<file path="config.mk">
export PLATFORM = sky130hd
export DESIGN_NAME = clock_writeback_kv_cache
export DESIGN_NICKNAME = d
export VERILOG_FILES = /design/src/rtl/ckv_pkg.sv /design/src/rtl/ckv_ram.sv /design/src/rtl/ckv_ctrl.sv /design/src/rtl/clock_writeback_kv_cache.sv
export SDC_FILE = /design/constraint.sdc
export NUM_CORES = 2
export LEC_CHECK = 0
export ABC_CLOCK_PERIOD_IN_PS = 19000
export BUFFER_PORTS_ARGS = -buffer_cell sky130_fd_sc_hd__buf_2
export CORE_MARGIN = 10
export CORE_UTILIZATION = 55
export DETAILED_ROUTE_END_ITERATION = 10
export PLACE_DENSITY_LB_ADDON = 0.12
export SYNTH_ARGS = -nofsm -noshare
export SYNTH_HDL_FRONTEND = slang
export SYNTH_SLANG_ARGS = --single-unit
</file>
<file path="constraint.sdc">
create_clock -name aclk -period 19 [get_ports aclk]
set_input_delay 0.95 -clock aclk [delete_from_list [all_inputs] [get_ports aclk]]
set_output_delay 0.95 -clock aclk [all_outputs]
set_load 0.02 [all_outputs]
</file>
<file path="src/rtl/ckv_pkg.sv">
`timescale 1ns / 1ps

package ckv_pkg;

    // Input item operation codes
    typedef enum logic [1:0] {
        ACT_GET   = 2'd0,
        ACT_SET   = 2'd1,
        ACT_FILL  = 2'd2,
        ACT_FLUSH = 2'd3
    } action_t;

    // Result item kinds
    typedef enum logic [1:0] {
        KIND_STATUS = 2'd0,
        KIND_READ   = 2'd1,
        KIND_FETCH  = 2'd2,
        KIND_WB     = 2'd3
    } kind_t;

    // Capacity register width and reset value
    localparam int          CFG_BITS  = 5;
    localparam logic [4:0]  CFG_RESET = 5'd16;

    // Strobes shared by the key and value RAMs
    typedef struct packed {
        logic wr_en;
        logic rd_en;
    } ram_ctl_t;

endpackage

</file>
<file path="src/rtl/ckv_ram.sv">
`timescale 1ns / 1ps

module ckv_ram #(
    parameter int WIDTH = 64,
    parameter int DEPTH = 16
) (
    input  logic                     aclk,
    input  ckv_pkg::ram_ctl_t        ctl,
    input  logic [$clog2(DEPTH)-1:0] waddr,
    input  logic [WIDTH-1:0]         wdata,
    input  logic [$clog2(DEPTH)-1:0] raddr,
    output logic [WIDTH-1:0]         rdata
);

    logic [WIDTH-1:0] mem [DEPTH];
    logic [WIDTH-1:0] rdata_reg;

    // Write one word; register the read word, hold it while no read is issued
    always_ff @(posedge aclk) begin
        if (ctl.wr_en) begin
            mem[waddr] <= wdata;
        end
        if (ctl.rd_en) begin
            rdata_reg <= mem[raddr];
        end
    end

    assign rdata = rdata_reg;

endmodule

</file>
<file path="src/rtl/ckv_ctrl.sv">
`timescale 1ns / 1ps

module ckv_ctrl #(
    parameter int ENTRIES    = 16,
    parameter int KEY_BITS   = 64,
    parameter int VALUE_BITS = 64
) (
    input  logic                         aclk,
    input  logic                         aresetn,
    input  logic [$clog2(ENTRIES+1)-1:0] cap,
    input  logic                         s_valid,
    output logic                         s_ready,
    input  logic [1:0]                   s_action,
    input  logic [KEY_BITS-1:0]          s_key,
    input  logic [VALUE_BITS-1:0]        s_data_in,
    input  logic                         s_fetch_ok,
    output logic                         m_valid,
    input  logic                         m_ready,
    output logic [1:0]                   m_kind,
    output logic [KEY_BITS-1:0]          m_key_out,
    output logic [VALUE_BITS-1:0]        m_data_out,
    output logic                         m_failed,
    output logic                         m_last,
    output ckv_pkg::ram_ctl_t            ram_ctl,
    output logic [$clog2(ENTRIES)-1:0]   ram_waddr,
    output logic [KEY_BITS-1:0]          key_wdata,
    output logic [VALUE_BITS-1:0]        val_wdata,
    output logic [$clog2(ENTRIES)-1:0]   ram_raddr,
    input  logic [KEY_BITS-1:0]          key_rdata,
    input  logic [VALUE_BITS-1:0]        val_rdata
);

    localparam int IDX_W = $clog2(ENTRIES);
    localparam int CNT_W = $clog2(ENTRIES + 1);

    typedef enum logic [3:0] {
        ST_IDLE,
        ST_DISPATCH,
        ST_LOOK,
        ST_INSTALL,
        ST_HAND,
        ST_VICTIM_WB,
        ST_WRITE,
        ST_FLUSH_SCAN,
        ST_FLUSH_WB,
        ST_RESP
    } state_t;

    state_t                  state_reg, state_next;
    ckv_pkg::action_t        act_reg, act_next;
    logic [KEY_BITS-1:0]     in_key_reg, in_key_next;
    logic [VALUE_BITS-1:0]   in_data_reg, in_data_next;
    logic                    in_ok_reg, in_ok_next;
    logic [CNT_W-1:0]        scan_reg, scan_next;
    logic                    cmp_valid_reg, cmp_valid_next;
    logic [IDX_W-1:0]        cmp_idx_reg, cmp_idx_next;
    logic [IDX_W-1:0]        slot_reg, slot_next;
    logic                    ins_dirty_reg, ins_dirty_next;
    logic [ENTRIES-1:0]      ref_marks_reg, ref_marks_next;
    logic [ENTRIES-1:0]      dirty_marks_reg, dirty_marks_next;
    logic [CNT_W-1:0]        filled_count_reg, filled_count_next;
    logic [IDX_W-1:0]        hand_reg, hand_next;
    logic                    awaiting_reg, awaiting_next;
    logic [KEY_BITS-1:0]     pending_key_reg, pending_key_next;
    ckv_pkg::kind_t          resp_kind_reg, resp_kind_next;
    logic [KEY_BITS-1:0]     resp_key_reg, resp_key_next;
    logic [VALUE_BITS-1:0]   resp_data_reg, resp_data_next;
    logic                    resp_fail_reg, resp_fail_next;
    logic                    m_valid_reg, m_valid_next;
    ckv_pkg::kind_t          m_kind_reg, m_kind_next;
    logic [KEY_BITS-1:0]     m_key_reg, m_key_next;
    logic [VALUE_BITS-1:0]   m_data_reg, m_data_next;
    logic                    m_failed_reg, m_failed_next;
    logic                    m_last_reg, m_last_next;

    logic             out_free;
    logic             hit;
    logic [IDX_W-1:0] hand_eff;
    logic [IDX_W-1:0] hand_inc;

    // Hand restarts at zero when it sits at or beyond the capacity
    assign hand_eff = (CNT_W'(hand_reg) >= cap) ? '0 : hand_reg;
    assign hand_inc = ((CNT_W'(hand_eff) + 1'b1) == cap) ? '0 : IDX_W'(hand_eff + 1'b1);

    assign out_free = !m_valid_reg || m_ready;
    assign hit      = cmp_valid_reg && (key_rdata == in_key_reg);

    // Sequencer: one slot per cycle through the RAM read port in the key search; flush writebacks wait for the output
    always_comb begin
        state_next        = state_reg;
        act_next          = act_reg;
        in_key_next       = in_key_reg;
        in_data_next      = in_data_reg;
        in_ok_next        = in_ok_reg;
        scan_next         = scan_reg;
        cmp_valid_next    = cmp_valid_reg;
        cmp_idx_next      = cmp_idx_reg;
        slot_next         = slot_reg;
        ins_dirty_next    = ins_dirty_reg;
        ref_marks_next    = ref_marks_reg;
        dirty_marks_next  = dirty_marks_reg;
        filled_count_next = filled_count_reg;
        hand_next         = hand_reg;
        awaiting_next     = awaiting_reg;
        pending_key_next  = pending_key_reg;
        resp_kind_next    = resp_kind_reg;
        resp_key_next     = resp_key_reg;
        resp_data_next    = resp_data_reg;
        resp_fail_next    = resp_fail_reg;
        m_valid_next      = m_valid_reg && !m_ready;
        m_kind_next       = m_kind_reg;
        m_key_next        = m_key_reg;
        m_data_next       = m_data_reg;
        m_failed_next     = m_failed_reg;
        m_last_next       = m_last_reg;
        ram_ctl           = '0;
        ram_waddr         = slot_reg;
        ram_raddr         = scan_reg[IDX_W-1:0];
        key_wdata         = in_key_reg;
        val_wdata         = in_data_reg;

        unique case (state_reg)
            ST_IDLE: begin
                if (s_valid) begin
                    act_next     = ckv_pkg::action_t'(s_action);
                    in_key_next  = s_key;
                    in_data_next = s_data_in;
                    in_ok_next   = s_fetch_ok;
                    state_next   = ST_DISPATCH;
                end
            end

            ST_DISPATCH: begin
                resp_kind_next = ckv_pkg::KIND_STATUS;
                resp_key_next  = in_key_reg;
                resp_data_next = '0;
                resp_fail_next = 1'b0;
                if (awaiting_reg) begin
                    if (act_reg != ckv_pkg::ACT_FILL) begin
                        resp_fail_next = 1'b1;
                        state_next     = ST_RESP;
                    end else begin
                        awaiting_next = 1'b0;
                        resp_key_next = pending_key_reg;
                        if (!in_ok_reg) begin
                            resp_fail_next = 1'b1;
                            state_next     = ST_RESP;
                        end else begin
                            in_key_next    = pending_key_reg;
                            resp_kind_next = ckv_pkg::KIND_READ;
                            resp_data_next = in_data_reg;
                            ins_dirty_next = 1'b0;
                            state_next     = ST_INSTALL;
                        end
                    end
                end else begin
                    unique case (act_reg)
                        ckv_pkg::ACT_GET, ckv_pkg::ACT_SET: begin
                            scan_next      = '0;
                            cmp_valid_next = 1'b0;
                            state_next     = ST_LOOK;
                        end
                        ckv_pkg::ACT_FILL: begin
                            resp_fail_next = 1'b1;
                            state_next     = ST_RESP;
                        end
                        ckv_pkg::ACT_FLUSH: begin
                            resp_key_next = '0;
                            scan_next     = '0;
                            state_next    = ST_FLUSH_SCAN;
                        end
                    endcase
                end
            end

            // Compare the slot read last cycle while reading the next one
            ST_LOOK: begin
                if (hit) begin
                    cmp_valid_next              = 1'b0;
                    ref_marks_next[cmp_idx_reg] = 1'b1;
                    if (act_reg == ckv_pkg::ACT_GET) begin
                        resp_kind_next = ckv_pkg::KIND_READ;
                        resp_data_next = val_rdata;
                    end else begin
                        ram_ctl.wr_en                 = 1'b1;
                        ram_waddr                     = cmp_idx_reg;
                        dirty_marks_next[cmp_idx_reg] = 1'b1;
                    end
                    state_next = ST_RESP;
                end else if (scan_reg < filled_count_reg) begin
                    ram_ctl.rd_en  = 1'b1;
                    cmp_valid_next = 1'b1;
                    cmp_idx_next   = scan_reg[IDX_W-1:0];
                    scan_next      = scan_reg + 1'b1;
                end else begin
                    cmp_valid_next = 1'b0;
                    if (!cmp_valid_reg) begin
                        if (act_reg == ckv_pkg::ACT_GET) begin
                            awaiting_next    = 1'b1;
                            pending_key_next = in_key_reg;
                            resp_kind_next   = ckv_pkg::KIND_FETCH;
                            state_next       = ST_RESP;
                        end else begin
                            ins_dirty_next = 1'b1;
                            state_next     = ST_INSTALL;
                        end
                    end
                end
            end

            // Take a free slot first, else run the clock hand
            ST_INSTALL: begin
                if (filled_count_reg < cap) begin
                    slot_next         = filled_count_reg[IDX_W-1:0];
                    filled_count_next = filled_count_reg + 1'b1;
                    state_next        = ST_WRITE;
                end else begin
                    state_next = ST_HAND;
                end
            end

            ST_HAND: begin
                hand_next = hand_inc;
                if (ref_marks_reg[hand_eff]) begin
                    ref_marks_next[hand_eff] = 1'b0;
                end else begin
                    slot_next = hand_eff;
                    if (dirty_marks_reg[hand_eff]) begin
                        ram_ctl.rd_en = 1'b1;
                        ram_raddr     = hand_eff;
                        state_next    = ST_VICTIM_WB;
                    end else begin
                        state_next = ST_WRITE;
                    end
                end
            end

            ST_VICTIM_WB: begin
                if (out_free) begin
                    m_valid_next  = 1'b1;
                    m_kind_next   = ckv_pkg::KIND_WB;
                    m_key_next    = key_rdata;
                    m_data_next   = val_rdata;
                    m_failed_next = 1'b0;
                    m_last_next   = 1'b0;
                    state_next    = ST_WRITE;
                end
            end

            ST_WRITE: begin
                ram_ctl.wr_en              = 1'b1;
                ref_marks_next[slot_reg]   = 1'b1;
                dirty_marks_next[slot_reg] = ins_dirty_reg;
                state_next                 = ST_RESP;
            end

            // Skip clean slots; read out each dirty one
            ST_FLUSH_SCAN: begin
                if (scan_reg < filled_count_reg) begin
                    if (dirty_marks_reg[scan_reg[IDX_W-1:0]]) begin
                        ram_ctl.rd_en = 1'b1;
                        state_next    = ST_FLUSH_WB;
                    end else begin
                        scan_next = scan_reg + 1'b1;
                    end
                end else begin
                    state_next = ST_RESP;
                end
            end

            ST_FLUSH_WB: begin
                if (out_free) begin
                    m_valid_next  = 1'b1;
                    m_kind_next   = ckv_pkg::KIND_WB;
                    m_key_next    = key_rdata;
                    m_data_next   = val_rdata;
                    m_failed_next = 1'b0;
                    m_last_next   = 1'b0;
                    dirty_marks_next[scan_reg[IDX_W-1:0]] = 1'b0;
                    scan_next     = scan_reg + 1'b1;
                    state_next    = ST_FLUSH_SCAN;
                end
            end

            ST_RESP: begin
                if (out_free) begin
                    m_valid_next  = 1'b1;
                    m_kind_next   = resp_kind_reg;
                    m_key_next    = resp_key_reg;
                    m_data_next   = resp_data_reg;
                    m_failed_next = resp_fail_reg;
                    m_last_next   = 1'b1;
                    state_next    = ST_IDLE;
                end
            end

            default: begin
                state_next = ST_IDLE;
            end
        endcase
    end

    // Hold state, marks and the output beat
    always_ff @(posedge aclk) begin
        if (!aresetn) begin
            state_reg        <= ST_IDLE;
            ref_marks_reg    <= '0;
            dirty_marks_reg  <= '0;
            filled_count_reg <= '0;
            hand_reg         <= '0;
            awaiting_reg     <= 1'b0;
            pending_key_reg  <= '0;
            cmp_valid_reg    <= 1'b0;
            m_valid_reg      <= 1'b0;
        end else begin
            state_reg        <= state_next;
            ref_marks_reg    <= ref_marks_next;
            dirty_marks_reg  <= dirty_marks_next;
            filled_count_reg <= filled_count_next;
            hand_reg         <= hand_next;
            awaiting_reg     <= awaiting_next;
            pending_key_reg  <= pending_key_next;
            cmp_valid_reg    <= cmp_valid_next;
            m_valid_reg      <= m_valid_next;
        end
        act_reg       <= act_next;
        in_key_reg    <= in_key_next;
        in_data_reg   <= in_data_next;
        in_ok_reg     <= in_ok_next;
        scan_reg      <= scan_next;
        cmp_idx_reg   <= cmp_idx_next;
        slot_reg      <= slot_next;
        ins_dirty_reg <= ins_dirty_next;
        resp_kind_reg <= resp_kind_next;
        resp_key_reg  <= resp_key_next;
        resp_data_reg <= resp_data_next;
        resp_fail_reg <= resp_fail_next;
        m_kind_reg    <= m_kind_next;
        m_key_reg     <= m_key_next;
        m_data_reg    <= m_data_next;
        m_failed_reg  <= m_failed_next;
        m_last_reg    <= m_last_next;
    end

    assign s_ready    = (state_reg == ST_IDLE);
    assign m_valid    = m_valid_reg;
    assign m_kind     = m_kind_reg;
    assign m_key_out  = m_key_reg;
    assign m_data_out = m_data_reg;
    assign m_failed   = m_failed_reg;
    assign m_last     = m_last_reg;

    // An item whose final beat is not yet out keeps the input closed
    a_last_before_ready: assert property (@(posedge aclk) disable iff (!aresetn)
        (m_valid_reg && !m_last_reg) |-> (state_reg != ST_IDLE))
        else $error("input opened before final result beat");

    // Waiting for a fill starts together with a queued fetch request
    a_fetch_on_wait: assert property (@(posedge aclk) disable iff (!aresetn)
        $rose(awaiting_reg) |->
            (state_reg == ST_RESP && resp_kind_reg == ckv_pkg::KIND_FETCH))
        else $error("fill wait without fetch request");

    // Writeback beats are never final
    a_wb_not_last: assert property (@(posedge aclk) disable iff (!aresetn)
        (m_valid_reg && m_kind_reg == ckv_pkg::KIND_WB) |-> !m_last_reg)
        else $error("writeback beat marked last");

    // Fill count never passes the slot count
    a_filled_bound: assert property (@(posedge aclk) disable iff (!aresetn)
        filled_count_reg <= CNT_W'(ENTRIES))
        else $error("fill count beyond slot count");

endmodule

</file>
<file path="src/rtl/clock_writeback_kv_cache.sv">
`timescale 1ns / 1ps
// A get or set searches the filled slots through the key RAM read port before its final
// beat; a miss install adds a clock sweep, a victim writeback and the slot write. A flush
// scans the filled slots and emits a writeback beat per dirty slot. Every result beat may
// stall while m_ready is low.
// Throughput: one item at a time; the search through the key RAM read port sets the rate.
// Reset (aresetn low, synchronous): cache empty, all marks clear, hand at zero,
// no fill pending, capacity register at 16. No clearing pass.
module clock_writeback_kv_cache #(
    parameter int ENTRIES    = 16,
    parameter int KEY_BITS   = 64,
    parameter int VALUE_BITS = 64
) (
    input  logic                         aclk,
    input  logic                         aresetn,
    input  logic                         cfg_wr_en,
    input  logic [ckv_pkg::CFG_BITS-1:0] cfg_wr_data,
    input  logic                         s_valid,
    output logic                         s_ready,
    input  logic [1:0]                   s_action,
    input  logic [KEY_BITS-1:0]          s_key,
    input  logic [VALUE_BITS-1:0]        s_data_in,
    input  logic                         s_fetch_ok,
    output logic                         m_valid,
    input  logic                         m_ready,
    output logic [1:0]                   m_kind,
    output logic [KEY_BITS-1:0]          m_key_out,
    output logic [VALUE_BITS-1:0]        m_data_out,
    output logic                         m_failed,
    output logic                         m_last
);

    localparam int IDX_W = $clog2(ENTRIES);
    localparam int CNT_W = $clog2(ENTRIES + 1);

    logic [ckv_pkg::CFG_BITS-1:0] cfg_reg;
    logic [CNT_W-1:0]             cap;
    ckv_pkg::ram_ctl_t            ram_ctl;
    logic [IDX_W-1:0]             ram_waddr;
    logic [IDX_W-1:0]             ram_raddr;
    logic [KEY_BITS-1:0]          key_wdata;
    logic [KEY_BITS-1:0]          key_rdata;
    logic [VALUE_BITS-1:0]        val_wdata;
    logic [VALUE_BITS-1:0]        val_rdata;

    // Hold the capacity register
    always_ff @(posedge aclk) begin
        if (!aresetn) begin
            cfg_reg <= ckv_pkg::CFG_RESET;
        end else if (cfg_wr_en) begin
            cfg_reg <= cfg_wr_data;
        end
    end

    // Clamp capacity to one through the slot count
    always_comb begin
        if (cfg_reg == '0) begin
            cap = CNT_W'(1);
        end else if (int'(cfg_reg) > ENTRIES) begin
            cap = CNT_W'(ENTRIES);
        end else begin
            cap = CNT_W'(cfg_reg);
        end
    end

    ckv_ram #(
        .WIDTH (KEY_BITS),
        .DEPTH (ENTRIES)
    ) u_key_ram (
        .aclk  (aclk),
        .ctl   (ram_ctl),
        .waddr (ram_waddr),
        .wdata (key_wdata),
        .raddr (ram_raddr),
        .rdata (key_rdata)
    );

    ckv_ram #(
        .WIDTH (VALUE_BITS),
        .DEPTH (ENTRIES)
    ) u_val_ram (
        .aclk  (aclk),
        .ctl   (ram_ctl),
        .waddr (ram_waddr),
        .wdata (val_wdata),
        .raddr (ram_raddr),
        .rdata (val_rdata)
    );

    ckv_ctrl #(
        .ENTRIES    (ENTRIES),
        .KEY_BITS   (KEY_BITS),
        .VALUE_BITS (VALUE_BITS)
    ) u_ctrl (
        .aclk       (aclk),
        .aresetn    (aresetn),
        .cap        (cap),
        .s_valid    (s_valid),
        .s_ready    (s_ready),
        .s_action   (s_action),
        .s_key      (s_key),
        .s_data_in  (s_data_in),
        .s_fetch_ok (s_fetch_ok),
        .m_valid    (m_valid),
        .m_ready    (m_ready),
        .m_kind     (m_kind),
        .m_key_out  (m_key_out),
        .m_data_out (m_data_out),
        .m_failed   (m_failed),
        .m_last     (m_last),
        .ram_ctl    (ram_ctl),
        .ram_waddr  (ram_waddr),
        .key_wdata  (key_wdata),
        .val_wdata  (val_wdata),
        .ram_raddr  (ram_raddr),
        .key_rdata  (key_rdata),
        .val_rdata  (val_rdata)
    );

endmodule

</file>
==> metrics <==
hold path endpoint=u_ctrl.val_wdata[46]; Synth Area per Inst=15.0 µm²; Setup Fix Bufs, Post-CTS=0; CORE AREA=197000 µm²; CP Max Fanout=42; die height=465 µm; reg-to-reg setup timing slack=11.01 ns; Placement Setup Slack=11.09 ns; final setup margin=11.01 ns; Worst Path Required=19.53 ns; clock-pin slew on the worst setup and hold paths=0.06 ns; Post-synth EDFFs=2584; reg2reg path depth=11; Hold Worst Slack=0.204 ns; post-synthesis cell type count=79; Hold Vio Cnt, Final=0; Routed WL=315000 µm; CP Launch Type=flip-flop; Setup Skew=0.0521 ns; hold buffer count at CTS=0; clock period minus worst slack=7.99 ns; # port buffers=274; global-route wire length before repair=456000 µm; Cells after Synth=7270; initial antenna violation count=8; Sink Count=2701; total number of vias=67527; mapped cell area=109000 µm²; die area=216000 µm²; HPWL Detailed=164000 µm; max_slew headroom=11.2%; Resized cells post-CTS=0; Clock Tree Buf Depth=4; Synth async-reset ratio=0%; die span in x=465 µm; Fillers=14622; initial DRC count=9372; initial core utilization=55.3%; share of cells above drive strength 1=18.1%; Crit Path Class=flip-flop to flip-flop; GPL Wtd Cong=0.874; largest net degree at the start of global routing=175; top_reg_cell synth=edfxtp_1; number of I/O pins=275; FF-to-FF Start=u_ctrl.key_wdata[61]; root buf cell=clkbuf_16; Final Max Tran Viols=0; Setup crit end kind=flip-flop; Max-Cap Viols=0; RSZ-0062 raised after global routing=false; fmax=125 MHz; Layout area overhead=11.7%; vias per inst=6.58; later-pin clock latency in the skew report=0.94 ns; Final #Nets=7583; final design utilization=61.7%; CTS Buf Count=290; HP Class=input port to flip-flop; routed wire length per instance=30.7 µm; H-tree depth=5; Total Power=18.1 mW; Mapped Nets=7432; WHS Path Cells=1; Worst VDD drop=0.000139 V; hold_sp=s_data_in[46]; fin crit share=42.0%; number of synthesis warnings=0; critical path launch point=u_ctrl.key_wdata[61]; Tightest Pin Transition=1.33 ns; CP Data Arrival Time=8.51 ns; status=finished clean; Rows=163; Leak Pwr=39.8 nW; Fin Setup TNS=0 ns; first-pass iteration count of the detailed router=6; number of global-route vias before repair=65108; register area share after synthesis=73.3%; #FFs+latches synth=2701; TritonCTS clock tree=done; gr ovfl total=0; pwr/cell area=149 nW/µm²; drt drc=0; GRT Total Usage=28.2%; final antenna-violating net count=0; setup violators final=0; Largest regs=u_key_ram.mem x1024, u_val_ram.mem x1024; RR Endpoint=u_val_ram.mem[2][44]
[power breakdown]
part,internal (mW),leakage [nW],switching (mW)
clock,3.14,4.33,2.25
combinational,1.48,11.1,3.07
sequential,7.58,24.3,0.608
total,12.2,39.8,5.92
[worst max-delay path: stages (launching register included)]
cell and delay, ns:
edfxtp_1 0.74, xor2_1 0.23, nor4_1 1.03, nand4_1 0.26, nor4_1 0.70, nand4_1 0.67
nor2_1 0.57, a21oi_1 0.36, nor2_4 0.59, buf_4 0.84, buf_4 0.73, buf_4 0.73
[synthesized netlist by cell type (30+ instances only)]
cell	instances	area (µm²)
a2bb2oi_1	39	342
a21oi_1	146	731
o21ai_0	446	2230
a32oi_1	46	403
xnor2_1	34	298
and3_1	138	863
clkbuf_1	364	1370
nand2_1	762	2860
buf_1	34	128
nor3_1	82	410
a211oi_1	86	646
a21boi_0	85	638
nor2_1	90	338
mux2_2	465	5240
a31o_2	40	350
nand4_1	233	1460
edfxtp_1	2584	77600
a21o_1	47	353
xor2_1	38	333
dfxtp_1	117	2340
mux2i_1	111	1110
a22oi_1	31	233
a311o_1	43	430
a22o_1	128	1120
buf_2	119	596
nor4_1	38	238
o22ai_1	181	1130
o311ai_1	43	377
a32o_1	30	300
nand3_1	329	1650
[layout by cell type (no fill, tap or decap), types with 70 or more instances in the layout]
| cell type | count |
|---|---|
| clkbuf_1 | 70 |
| nor3_1 | 82 |
| and3_1 | 136 |
| nor2_1 | 72 |
| nand2_1 | 759 |
| a22o_1 | 128 |
| nand3_1 | 323 |
| o22ai_1 | 179 |
| a21boi_0 | 85 |
| dfxtp_1 | 116 |
| a211oi_1 | 86 |
| clkbuf_16 | 296 |
| buf_4 | 121 |
| a21oi_1 | 145 |
| nand4_1 | 233 |
| mux2i_1 | 111 |
| o21ai_0 | 446 |
| buf_2 | 273 |
| mux2_2 | 465 |
| edfxtp_1 | 2584 |
[per-layer routing]
layer	share of wire, %	vias to the layer above	GRT usage (%)
met3	9.4	647	5.31
met4	3.8	4	10.2
li1	-	28828	-
met5	0.0057	-	0
met2	46	3645	44.2
met1	40	34403	39.7
[how the worst max path moves through the flow]
stage,endpoint,slack (ns),cells after the start
2_1_floorplan,u_key_ram.rdata[0],9.66,12
3_3_place_gp,u_key_ram.mem[2][50],11.18,11
3_5_place_dp,u_key_ram.mem[2][50],11.09,11
4_1_cts,u_val_ram.mem[2][44],11.06,11
5_1_grt,u_val_ram.rdata[58],10.70,18
6_report,u_val_ram.mem[2][44],11.01,11
[per-stage QoR]
stage | std cells | cell area [µm²]
2_1_floorplan | 7270 | 109000
3_3_place_gp | 9769 | 113000
3_5_place_dp | 9769 | 113000
4_1_cts | 10261 | 122000
5_1_grt | 10263 | 122000
6_report | 10266 | 122000
[layout make-up]
type | count | area (µm²) | share of cell area, %
Timing Repair Buffer | 406 | 2510 | 2.07
Clock inverter | 112 | 1020 | 0.838
Inverter | 26 | 105 | 0.0863
Antenna cell | 5 | 12.5 | 0.0103
Clock buffer | 380 | 7860 | 6.46
Tap cell | 2640 | 3300 | 2.71
Multi-Input combinational cell | 3996 | 27000 | 22.2
Sequential cell | 2701 | 79900 | 65.7
[cell families (layout without fill, tap and decap cells)]
group	count (synthesis)	count (layout)	share of synthesized area [%]
flip-flops	2701	2701	73.3
AND/OR/NAND/NOR	1776	1776	7.86
AO/OA/AOI/OAI	1533	1533	9.64
multiplexers	594	594	6.10
buffers and inverters	573	924	2.23
XOR/XNOR	72	72	0.579
adder cells (fa/ha/maj)	21	21	0.241
other	0	5	0
Note: power is estimated with default switching activity, not from simulation.
